**src/design/packet_body_framer_crc16_unit_defines.svh**
```systemverilog
// assertion macros for the packet body framer
// used by packet_body_framer_crc16_unit; expects clk and rst in scope
`ifndef PACKET_BODY_FRAMER_CRC16_UNIT_DEFINES_SVH
`define PACKET_BODY_FRAMER_CRC16_UNIT_DEFINES_SVH
`ifndef SYNTHESIS
`define PBF_ASSERT(lbl, prop) \
  lbl: assert property (@(posedge clk) disable iff (rst) prop) \
    else $error("pbf: assertion failed");
`define PBF_NEVER(lbl, expr) \
  lbl: assert property (@(posedge clk) disable iff (rst) !(expr)) \
    else $error("pbf: forbidden condition seen");
`else
`define PBF_ASSERT(lbl, prop)
`define PBF_NEVER(lbl, expr)
`endif
`endif

```
**src/design/pbf_pkg.sv**
```systemverilog
// shared types, codes and crc helper for the packet body framer
// no dependencies
`default_nettype none

package pbf_pkg;

  localparam int MAX_RESULTS = 6;
  localparam int CNT_W       = 3;

  localparam logic [15:0] CRC_POLY = 16'h1021;
  localparam logic [15:0] CRC_INIT = 16'hFFFF;

  localparam logic CMD_HEADER = 1'b0;
  localparam logic CMD_DATA   = 1'b1;

  localparam logic [1:0] STAT_OK     = 2'd0;
  localparam logic [1:0] STAT_LEN    = 2'd1;
  localparam logic [1:0] STAT_NO_PKT = 2'd2;

  typedef struct packed {
    logic        command;
    logic [7:0]  flags;
    logic [7:0]  seq;
    logic [15:0] length;
    logic [7:0]  data_byte;
  } item_t;

  typedef struct packed {
    logic [7:0] out_byte;
    logic       last;
    logic [1:0] status;
  } result_t;

  typedef struct packed {
    logic [15:0] crc;
    logic [15:0] remaining;
    logic        pkt_open;
  } frame_state_t;

  typedef result_t [MAX_RESULTS-1:0] result_list_t;

  function automatic logic [15:0] crc_feed(input logic [15:0] crc, input logic [7:0] b);
    logic [15:0] c;
    c = crc ^ {b, 8'h00};
    for (int i = 0; i < 8; i++) begin
      c = c[15] ? ((c << 1) ^ CRC_POLY) : (c << 1);
    end
    return c;
  endfunction

endpackage

`default_nettype wire

```
**src/design/packet_body_framer_crc16_unit.sv**
```systemverilog
// channel      dir  payload   handshake
// item         in   item_t    item_valid / item_ready
// result       out  result_t  result_valid / result_ready
//
// a beat accepted on item is framed combinationally and stored into a buffer of up to six result beats
// the buffer drains one result per cycle while result_ready is high; a header gives 1, 4 or 6, a payload byte 1 or 3
// item_ready is high when the buffer is empty or its last beat leaves this cycle
// so payload bytes that close no packet flow at one per cycle while result_ready is high
// rst is synchronous; it clears the crc to 0xffff, closes any packet, drops the buffer
//
// depends on pbf_pkg, pbf_frame and packet_body_framer_crc16_unit_defines.svh
`include "packet_body_framer_crc16_unit_defines.svh"
`default_nettype none

module packet_body_framer_crc16_unit import pbf_pkg::*; #(
  parameter int MAX_PAYLOAD = 1024
) (
  input  logic    clk,
  input  logic    rst,
  input  logic    item_valid,
  output logic    item_ready,
  input  item_t   item,
  output logic    result_valid,
  input  logic    result_ready,
  output result_t result
);

  frame_state_t     st, st_next;
  result_list_t     res;
  logic [CNT_W-1:0] res_cnt;
  logic [CNT_W-1:0] rem, idx;
  result_t          slots [MAX_RESULTS];
  logic             take_in, take_out;

  pbf_frame #(.MAX_PAYLOAD(MAX_PAYLOAD)) u_frame (
    .item    (item),
    .st      (st),
    .st_next (st_next),
    .res     (res),
    .res_cnt (res_cnt)
  );

  assign result_valid = (rem != '0);
  assign result       = slots[idx];
  assign item_ready   = (rem == '0) || ((rem == CNT_W'(1)) && result_ready);
  assign take_in      = item_valid && item_ready;
  assign take_out     = result_valid && result_ready;

  always_ff @(posedge clk) begin
    if (rst) begin
      st  <= '{crc: CRC_INIT, remaining: 16'd0, pkt_open: 1'b0};
      rem <= '0;
      idx <= '0;
    end else if (take_in) begin
      st  <= st_next;
      rem <= res_cnt;
      idx <= '0;
    end else if (take_out) begin
      rem <= rem - CNT_W'(1);
      idx <= idx + CNT_W'(1);
    end
  end

  always_ff @(posedge clk) begin
    if (take_in) begin
      for (int i = 0; i < MAX_RESULTS; i++) begin
        slots[i] <= res[i];
      end
    end
  end

  `PBF_ASSERT(a_accept_fills, take_in |=> result_valid)
  `PBF_NEVER(a_buf_bound, (32'(rem) + 32'(idx)) > MAX_RESULTS)
  `PBF_NEVER(a_open_has_count, st.pkt_open && (st.remaining == 16'd0))
  `PBF_ASSERT(a_last_ends_buf, (take_out && result.last && !take_in) |=> !result_valid)

endmodule

`default_nettype wire

```
**src/design/pbf_frame.sv**
```systemverilog
// framing decision for one beat: result bytes and next state
// depends on pbf_pkg
`default_nettype none

module pbf_frame import pbf_pkg::*; #(
  parameter int MAX_PAYLOAD = 1024
) (
  input  item_t              item,
  input  frame_state_t       st,
  output frame_state_t       st_next,
  output result_list_t       res,
  output logic [CNT_W-1:0]   res_cnt
);

  localparam logic [15:0] MaxLen = 16'(MAX_PAYLOAD);

  logic [15:0] c1, c2, c3, c4, cd;
  logic [15:0] rem_dec;

  always_comb begin
    c1      = crc_feed(CRC_INIT, item.flags);
    c2      = crc_feed(c1, item.seq);
    c3      = crc_feed(c2, item.length[15:8]);
    c4      = crc_feed(c3, item.length[7:0]);
    cd      = crc_feed(st.crc, item.data_byte);
    rem_dec = st.remaining - 16'd1;

    res     = '0;
    res_cnt = CNT_W'(1);
    st_next = st;

    if (item.command == CMD_HEADER) begin
      if (item.length > MaxLen) begin
        res[0]  = '{out_byte: 8'h00, last: 1'b1, status: STAT_LEN};
        st_next = '{crc: CRC_INIT, remaining: 16'd0, pkt_open: 1'b0};
      end else begin
        res[0] = '{out_byte: item.flags,        last: 1'b0, status: STAT_OK};
        res[1] = '{out_byte: item.seq,          last: 1'b0, status: STAT_OK};
        res[2] = '{out_byte: item.length[15:8], last: 1'b0, status: STAT_OK};
        res[3] = '{out_byte: item.length[7:0],  last: 1'b0, status: STAT_OK};
        if (item.length == 16'd0) begin
          res[4]  = '{out_byte: c4[15:8], last: 1'b0, status: STAT_OK};
          res[5]  = '{out_byte: c4[7:0],  last: 1'b1, status: STAT_OK};
          res_cnt = CNT_W'(6);
          st_next = '{crc: c4, remaining: 16'd0, pkt_open: 1'b0};
        end else begin
          res_cnt = CNT_W'(4);
          st_next = '{crc: c4, remaining: item.length, pkt_open: 1'b1};
        end
      end
    end else if (!st.pkt_open) begin
      res[0] = '{out_byte: 8'h00, last: 1'b1, status: STAT_NO_PKT};
    end else begin
      res[0] = '{out_byte: item.data_byte, last: 1'b0, status: STAT_OK};
      if (rem_dec == 16'd0) begin
        res[1]  = '{out_byte: cd[15:8], last: 1'b0, status: STAT_OK};
        res[2]  = '{out_byte: cd[7:0],  last: 1'b1, status: STAT_OK};
        res_cnt = CNT_W'(3);
        st_next = '{crc: cd, remaining: 16'd0, pkt_open: 1'b0};
      end else begin
        st_next = '{crc: cd, remaining: rem_dec, pkt_open: 1'b1};
      end
    end
  end

endmodule

`default_nettype wire
```
**config.mk**
```make
export PLATFORM = sky130hd
export DESIGN_NAME = packet_body_framer_crc16_unit
export DESIGN_NICKNAME = d
export VERILOG_FILES = /design/src/design/pbf_pkg.sv /design/src/design/packet_body_framer_crc16_unit.sv /design/src/design/pbf_frame.sv
export VERILOG_INCLUDE_DIRS = /design/src /design/src/design
export SDC_FILE = /design/constraint.sdc
export NUM_CORES = 1
export LEC_CHECK = 0
export ABC_AREA = 1
export BUFFER_PORTS_ARGS = -buffer_cell sky130_fd_sc_hd__buf_2
export CAP_MARGIN = 15
export CORE_MARGIN = 1.5
export CORE_UTILIZATION = 65
export DETAILED_ROUTE_END_ITERATION = 16
export GPL_ROUTABILITY_DRIVEN = 0
export MAX_ROUTING_LAYER = met4
export PLACE_DENSITY_LB_ADDON = 0.08
export SYNTH_ARGS = -nofsm -noshare
export SYNTH_HDL_FRONTEND = slang
export SYNTH_SLANG_ARGS = --single-unit
```
**constraint.sdc**
```tcl
create_clock -name clk -period 4.15 [get_ports clk]
set_input_delay 0.83 -clock clk [delete_from_list [all_inputs] [get_ports clk]]
set_output_delay 0.83 -clock clk [all_outputs]
set_load 0.1 [all_outputs]
```
==> summary.md, run 1 <==
| Metric | Value |
|---|---|
| Status | `finished clean` |
| Final count of hold timing violations | `0` |
| CTS Sinks | `95` |
| Ys Warns | `0` |
| Crit path capture type | `output pin` |
| Slew @ Worst Pin | `860.5 ps` |
| Area contributors post-synth | `edfxtp_1 (24%), nand2_1 (15%), dfxtp_1 (13%)` |
| I/O pins | `between 50 and 60` |
| Endpoints failing setup | `0` |
| Top cell type by total area after synthesis | `edfxtp_1` |
| Drt drc | `0` |
| Met3 Usage GRT | `7.363%` |
| RR Endpoint | `slots[1][3]$_DFFE_PP_` |
| Maximum Capacitance Violations | `0` |
| Site Rows | `36` |
| CP startpoint kind | `flip-flop` |
| First-pass GRT wire length | `30.12 mm` |
| F_max | `0.2813 GHz` |
| Maximum fanout along the worst path | `27` |
| Post-synth top flop | `edfxtp_1` |
| Remaining antenna violation count | `0` |
| Setup TNS Final | `0 ps` |
| Clk buf depth | `2` |
| Reg power frac | `33.5%` |
| Synth top cells by count | `nand2_1 (268), inv_1 (100), nand3_1 (76), nor2_1 (75), edfxtp_1 (53)` |
| Combinational power share | `approximately 52%` |
| Setup CP Type | `flip-flop to output pin` |
| Clock latency on the worst-skew pair | `380 ps` |
| Total gr overflow | `0` |
| Antenna violations before repair | `0` |
| Hold Path Sink | `rem[1]$_SDFFE_PP0P_` |
| Starting Density | `67.22%` |
| Synthesis-stage register bit count | `95` |
| Antenna diodes | `0` |
| Met2 Resource Use GR | `55.90%` |
| CP required | `3320 ps` |
| Share of layout cells above drive strength 1 | `16.12%` |
| Setup Fix Bufs, Post-CTS | `0` |
| Met1 usage | `48.49%` |
| CTS tree | `built` |
| Overall Global Routing Usage | `36.88%` |
| CTS HTree Levels | `3` |
| Max-slew headroom | `a little over two fifths` |
| Root Buffer | `clkbuf_8` |
| Reg2reg setup slack | `950 ps` |
| P_sw | `approximately 0.0020 W` |
| First-pass DRT Iterations | `5` |
| Detailed Place HPWL | `14.53 mm` |
| Drt wl/cell | `17.14 um` |
| Count of cell types in the netlist | `40` |
| Leakage power | `around 3.3 nW` |
| Largest net degree at the start of global routing | `34` |
| Register area share after synthesis | `between 30% and 40%` |
| Syn nets | `977` |
| Fin Clk Skew | `18.81 ps` |
| Final nets | `between 1000 and 1500` |
| Port bufs | `57` |
| Core area | `9774 um^2` |
| Slowest CP cell | `inv_1` |
| Critical Path Max Stage Delay | `between 600 and 700 ps` |
| Die height | `103.5 um` |
| GRT busiest layer | `met2` |
| Top-area cell type share of the netlist area | `about a quarter` |
| Mean Syn Cell Area | `7.095 um^2` |
| Hold Path Depth | `2` |
| EDFF count, synth | `53` |
| Hold_buf cts | `0` |
| Pins Over Slew Limit | `0` |
| Vias per Instance | `5.919` |
| Clock slew at reported path FFs | `100 ps` |
| Unrepaired setup endpoints after global routing | `false` |
| Worst hold path class | `flip-flop to flip-flop` |
| Clock power share | `14.9%` |
| Cells after Synth | `926` |
| Layout area overhead | `8.532%` |
| Post-synth ARST share | `0%` |
| Net Sw Frac | `49.72%` |
| Vias in the first global route | `5948` |
| Routed vias | `6552` |
| CP Cell Sequence | `inv_1 -> nand2_1 -> a32o_1 -> o22ai_1 -> buf_2` |
| Pwr per Cell Area | `between 500 and 600 nW/um^2` |
| Total internal power | `0.002059 W` |
| DRT iter0 DRCs | `roughly 730` |
| Mapped Area | `6570 um^2` |
| Die extent in x | `103.5 um` |
| Die area | `10720 um^2` |
| Post-CTS Resized | `0` |
| Worst vdd ir | `0.3096 mV` |
| Worst EP arrival | `2720 ps` |
| Hold_sp | `rem[1]$_SDFFE_PP0P_` |
| Cells on worst reg2reg path | `10` |
| Final WL | `18.98 mm` |
| Top-count cell post-synth | `nand2_1` |
| Final min period | `3554 ps` |
| Total CTS buffers | `9` |
| Final worst path period share | `~86%` |
| Tot Pwr | `0.004095 W` |
| RR Startpoint | `st[1]$_SDFFE_PP0P_` |
metrics by stage:
step	hold slack, ps	util [%]	worst slack [ps]	area [um^2]	instances
floorplan	452.0	-	71.50	6570	926
global placement	468.2	70.94	1039	6934	1091
detailed placement	481.8	70.94	1014	6934	1091
CTS	495.8	72.95	590.5	7131	1107
global route	532.0	72.95	367.1	7131	1107
finish	491.9	72.95	595.6	7131	1107
critical path: cells and delay by family, from the launching register on:
kind,cells,cell delay [ps]
buf+inv,2,1120
simple gates,1,220
compound gates,2,380
flops,1,600
state kept, by name, summed over array words and instances (netlist names), named ones only:
name and flops:
idx 3, st 33, slots 53, rem 3
layout by cell type (no fill, tap or decap), types with 3 or more instances in the layout:
cell      count
a21oi_1      36
a31oi_1       4
a32o_1        8
buf_2        57
buf_4         5
clkbuf_8      9
dfxtp_1      42
edfxtp_1     53
ha_1          6
inv_1        99
inv_2         9
nand2_1     268
nand2_2      36
nand2_4       8
nand3_1      76
nand3_2      11
nand3_4       4
nand4_1      10
nor2_1       74
nor2_2        3
nor3_1        9
o211ai_1      3
o21ai_0      45
o21ai_1       3
o22ai_1      14
o31ai_1       4
or2_2         8
xnor2_1      26
xor2_1       23
final cells by class:
class	count	area (um^2)
Clock buffer	10	148.9
Clock inverter	6	47.55
Fill cell	827	2644
Inverter	110	412.9
Multi-Input combinational cell	691	3600
Sequential cell	95	2432
Tap cell	133	166.4
Timing Repair Buffer	62	322.8
power by group through the flow:
| stage | logic, W | registers [W] | clock network [W] |
|---|---|---|---|
| final | 0.00211 | 0.00137 | 0.000608 |
| after global routing | 0.00230 | 0.00139 | 0.000642 |
| after CTS | 0.00208 | 0.00137 | 0.000604 |
| after detailed placement | 0.00207 | 0.00138 | 0 |
| after global placement | 0.00201 | 0.00138 | 0 |
| after floorplan | 0.00167 | 0.00133 | 0 |
how the worst max path moves through the flow:
stage	startpoint	to	slack (ps)
global route	flip-flop	result[9]	370
CTS	flip-flop	result[3]	590
finish	flip-flop	result[3]	600
detailed placement	flip-flop	result[5]	1010
global placement	flip-flop	result[3]	1040
floorplan	rem[0]$_SDFFE_PP0P_	rem[1]$_SDFFE_PP0P_	70
routing by layer:
layer	vias up	share of wire, %
met5	-	0
li1	3114	-
met4	0	3.6
met1	2960	40
met3	61	12
met2	417	45
cells by family after synthesis:
family / share of synthesized area (%)
compound gates: 11.05
buf+inv: 8.227
flops: 37.02
fa+ha+maj: 1.143
simple gates: 36.03
xor+xnor: 6.532
No activity file was read; power rests on OpenSTA's default activity.
==> inputs of run 2 (changes only) <==
--- a/config.mk
+++ b/config.mk
@@ -10,11 +10,12 @@
 export BUFFER_PORTS_ARGS = -buffer_cell sky130_fd_sc_hd__buf_2
 export CAP_MARGIN = 15
 export CORE_MARGIN = 1.5
-export CORE_UTILIZATION = 65
+export CORE_UTILIZATION = 61
 export DETAILED_ROUTE_END_ITERATION = 16
 export GPL_ROUTABILITY_DRIVEN = 0
 export MAX_ROUTING_LAYER = met4
 export PLACE_DENSITY_LB_ADDON = 0.08
+export RECOVER_POWER = 25
 export SYNTH_ARGS = -nofsm -noshare
 export SYNTH_HDL_FRONTEND = slang
 export SYNTH_SLANG_ARGS = --single-unit
==> constraint.sdc (replaced) <==
create_clock -name clk -period 3.47 [get_ports clk]
set_input_delay 0.694 -clock clk [delete_from_list [all_inputs] [get_ports clk]]
set_output_delay 0.694 -clock clk [all_outputs]
set_load 0.1 [all_outputs]
==> run 2 against run 1 <==
Clock skew is 0.69 ps higher. Final area is 0.12% lower. Sequential cell count stayed put. Global-route usage is 3.0 points lower. Critical endpoint is now result[5].
==> summary.md, run 2 (synthesis results as in run 1) <==
| Metric | Value |
|---|---|
| Status | `finished clean` |
| Critical Path Max Stage Delay | `510 ps (-170 ps)` |
| Final WL | `18.44 mm (-2.8%)` |
| Share of layout cells above drive strength 1 | `15.90% (-0.22 points)` |
| Layout area overhead | `8.398%` |
| Maximum Capacitance Violations | `0 (unchanged)` |
| Site Rows | `37 (+2.8%)` |
| CP required | `2780 ps (-540 ps)` |
| Die area | `11400 um^2 (+6.4%)` |
| First-pass GRT wire length | `28.88 mm (-4.1%)` |
| Total gr overflow | `0 (unchanged)` |
| Worst EP arrival | `2250 ps (-470 ps)` |
| Largest net degree at the start of global routing | `47 (+38%)` |
| Worst vdd ir | `0.4109 mV (+33%)` |
| Hold_buf cts | `0 (unchanged)` |
| Detailed Place HPWL | `14.33 mm (-1.4%)` |
| Final nets | `1021 (+0.098%)` |
| Commonest non-fill, non-tap cell in the layout | `nand2_1` |
| Vias per Instance | `5.877 (-0.71%)` |
| Commonest cells after routing, fill and taps aside | `nand2_1 (267), inv_1 (99), nand3_1 (76)` |
| Starting Density | `63.36% (-3.9 points)` |
| Pwr per Cell Area | `680.1 nW/um^2 (+18%)` |
| Largest regs | `slots x53, st x33` |
| Setup WS post-layout | `524.7 ps (-70.89 ps)` |
| CP Cell Sequence | `inv_1 -> nand2_1 -> a32o_1 -> o22ai_1 -> buf_2` |
| Clock slew at reported path FFs | `110 ps (about the same)` |
| Die extent in x | `106.8 um (+3.1%)` |
| Top reg by flops | `slots` |
| Maximum fanout along the worst path | `24 (-11%)` |
| I/O pins | `58 (unchanged)` |
| Final worst path period share | `around 85%` |
| CTS HTree Levels | `3 (unchanged)` |
| Setup CP Type | `flip-flop to output pin` |
| Root Buffer | `clkbuf_8` |
| Place WS | `637.2 ps (-376.6 ps)` |
| CTS Sinks | `95 (unchanged)` |
| Clock latency on the worst-skew pair | `390 ps (about the same)` |
| Antenna violations before repair | `0 (unchanged)` |
| Worst hold margin | `493.0 ps (+1.050 ps)` |
| Drt wl/cell | `16.60 um (-3.2%)` |
| Routed vias | `6529 (-0.35%)` |
| CP startpoint kind | `flip-flop` |
| Crit path capture type | `output pin` |
| Slowest CP cell | `inv_1` |
| Pins Over Slew Limit | `0 (unchanged)` |
| Max FFs per register | `53 (unchanged)` |
| Die height | `106.8 um (+3.1%)` |
| Core area | `10370 um^2 (+6.1%)` |
| DRT iter0 DRCs | `702 (-3.7%)` |
| Total CTS buffers | `9 (unchanged)` |
| Endpoints failing setup | `0 (unchanged)` |
| CTS tree | `built` |
| Post-CTS Resized | `0 (unchanged)` |
| Vias in the first global route | `5831 (-2.0%)` |
| Overall Global Routing Usage | `33.88% (-3.0 points)` |
| Final min period | `2945 ps` |
| Port bufs | `57 (unchanged)` |
| Slew @ Worst Pin | `1096 ps (+235.0 ps)` |
| Critical path's top delay family | `buffers and inverters` |
| Remaining antenna violation count | `0 (unchanged)` |
| Unrepaired setup endpoints after global routing | `false` |
| Leakage power | `3.303 nW (-0.45%)` |
| Fin Clk Skew | `19.50 ps (+0.6874 ps)` |
| Setup TNS Final | `0 ps (unchanged)` |
| Max-slew headroom | `26.96% (-16 points)` |
| Worst path bufs/invs | `2 (unchanged)` |
| Final count of hold timing violations | `0 (unchanged)` |
| Antenna diodes | `0 (unchanged)` |
| Setup Fix Bufs, Post-CTS | `0 (unchanged)` |
| First-pass DRT Iterations | `5 (unchanged)` |
| Drt drc | `0 (unchanged)` |
| Clk buf depth | `2 (unchanged)` |
| Fillers | `901 (+8.9%)` |
| Worst hold path class | `flip-flop to flip-flop` |
| F_max | `0.3395 GHz` |
run 2: changes by cell type in the layout (fill, tap and decap cells not counted), sizes merged:
cell | previous run | this run
buf | 62 | 59
clkbuf | 10 | 13
clkinv | 3 | 6
inv | 111 | 109
run 2: worst paths after layout:
kind,startpoint,slack [ps],cells past startpoint,endpoint
max,flip-flop,520,5,result[5]
min,rem[1]$_SDFFE_PP0P_,490,2,rem[1]$_SDFFE_PP0P_
max reg2reg,st[3]$_SDFFE_PP0P_,620,11,slots[2][3]$_DFFE_PP_
min reg2reg,rem[1]$_SDFFE_PP0P_,490,2,rem[1]$_SDFFE_PP0P_
run 2: tightest hold or removal path: cells and delay by family (launching register included):
| family | cells | cell delay [ps] |
|---|---|---|
| flip-flops | 1 | 330 |
| AND/OR/NAND/NOR | 1 | 70 |
| AO/OA/AOI/OAI | 1 | 60 |
run 2: layer usage:
layer	vias to the layer above	GRT usage [%]	routed length (um)
met3	46	6.322	1928
li1	3106	-	-
met2	381	51.79	8209
met4	0	13.24	610
met1	2996	44.81	7690
met5	-	-	0
run 2: layout make-up:
type	count	area [um^2]	share of cell area, %
clock inverters	7	58.81	0.8257
flip-flops and latches	95	2432	34.15
inverters	110	414.1	5.815
clock buffers	9	123.9	1.739
repair buffers	63	320.3	4.498
multi-input cells	691	3602	50.58
well taps	136	170.2	2.389
run 2: stage by stage:
step | instances | total power [W] | instance area [um^2] | util (%)
global placement | 1095 | 0.004064 | 6954 | 67.06
floorplan | 926 | 0.003596 | 6579 | -
global route | 1111 | 0.005123 | 7122 | 68.68
finish | 1111 | 0.004844 | 7122 | 68.68
detailed placement | 1095 | 0.004134 | 6954 | 67.06
CTS | 1111 | 0.004803 | 7137 | 68.82
run 2: power by group:
part | switching, W | internal, W
clock network | 0.000418 | 0.000268
registers | 0.000147 | 0.00148
logic | 0.00186 | 0.000677
total | 0.00242 | 0.00242
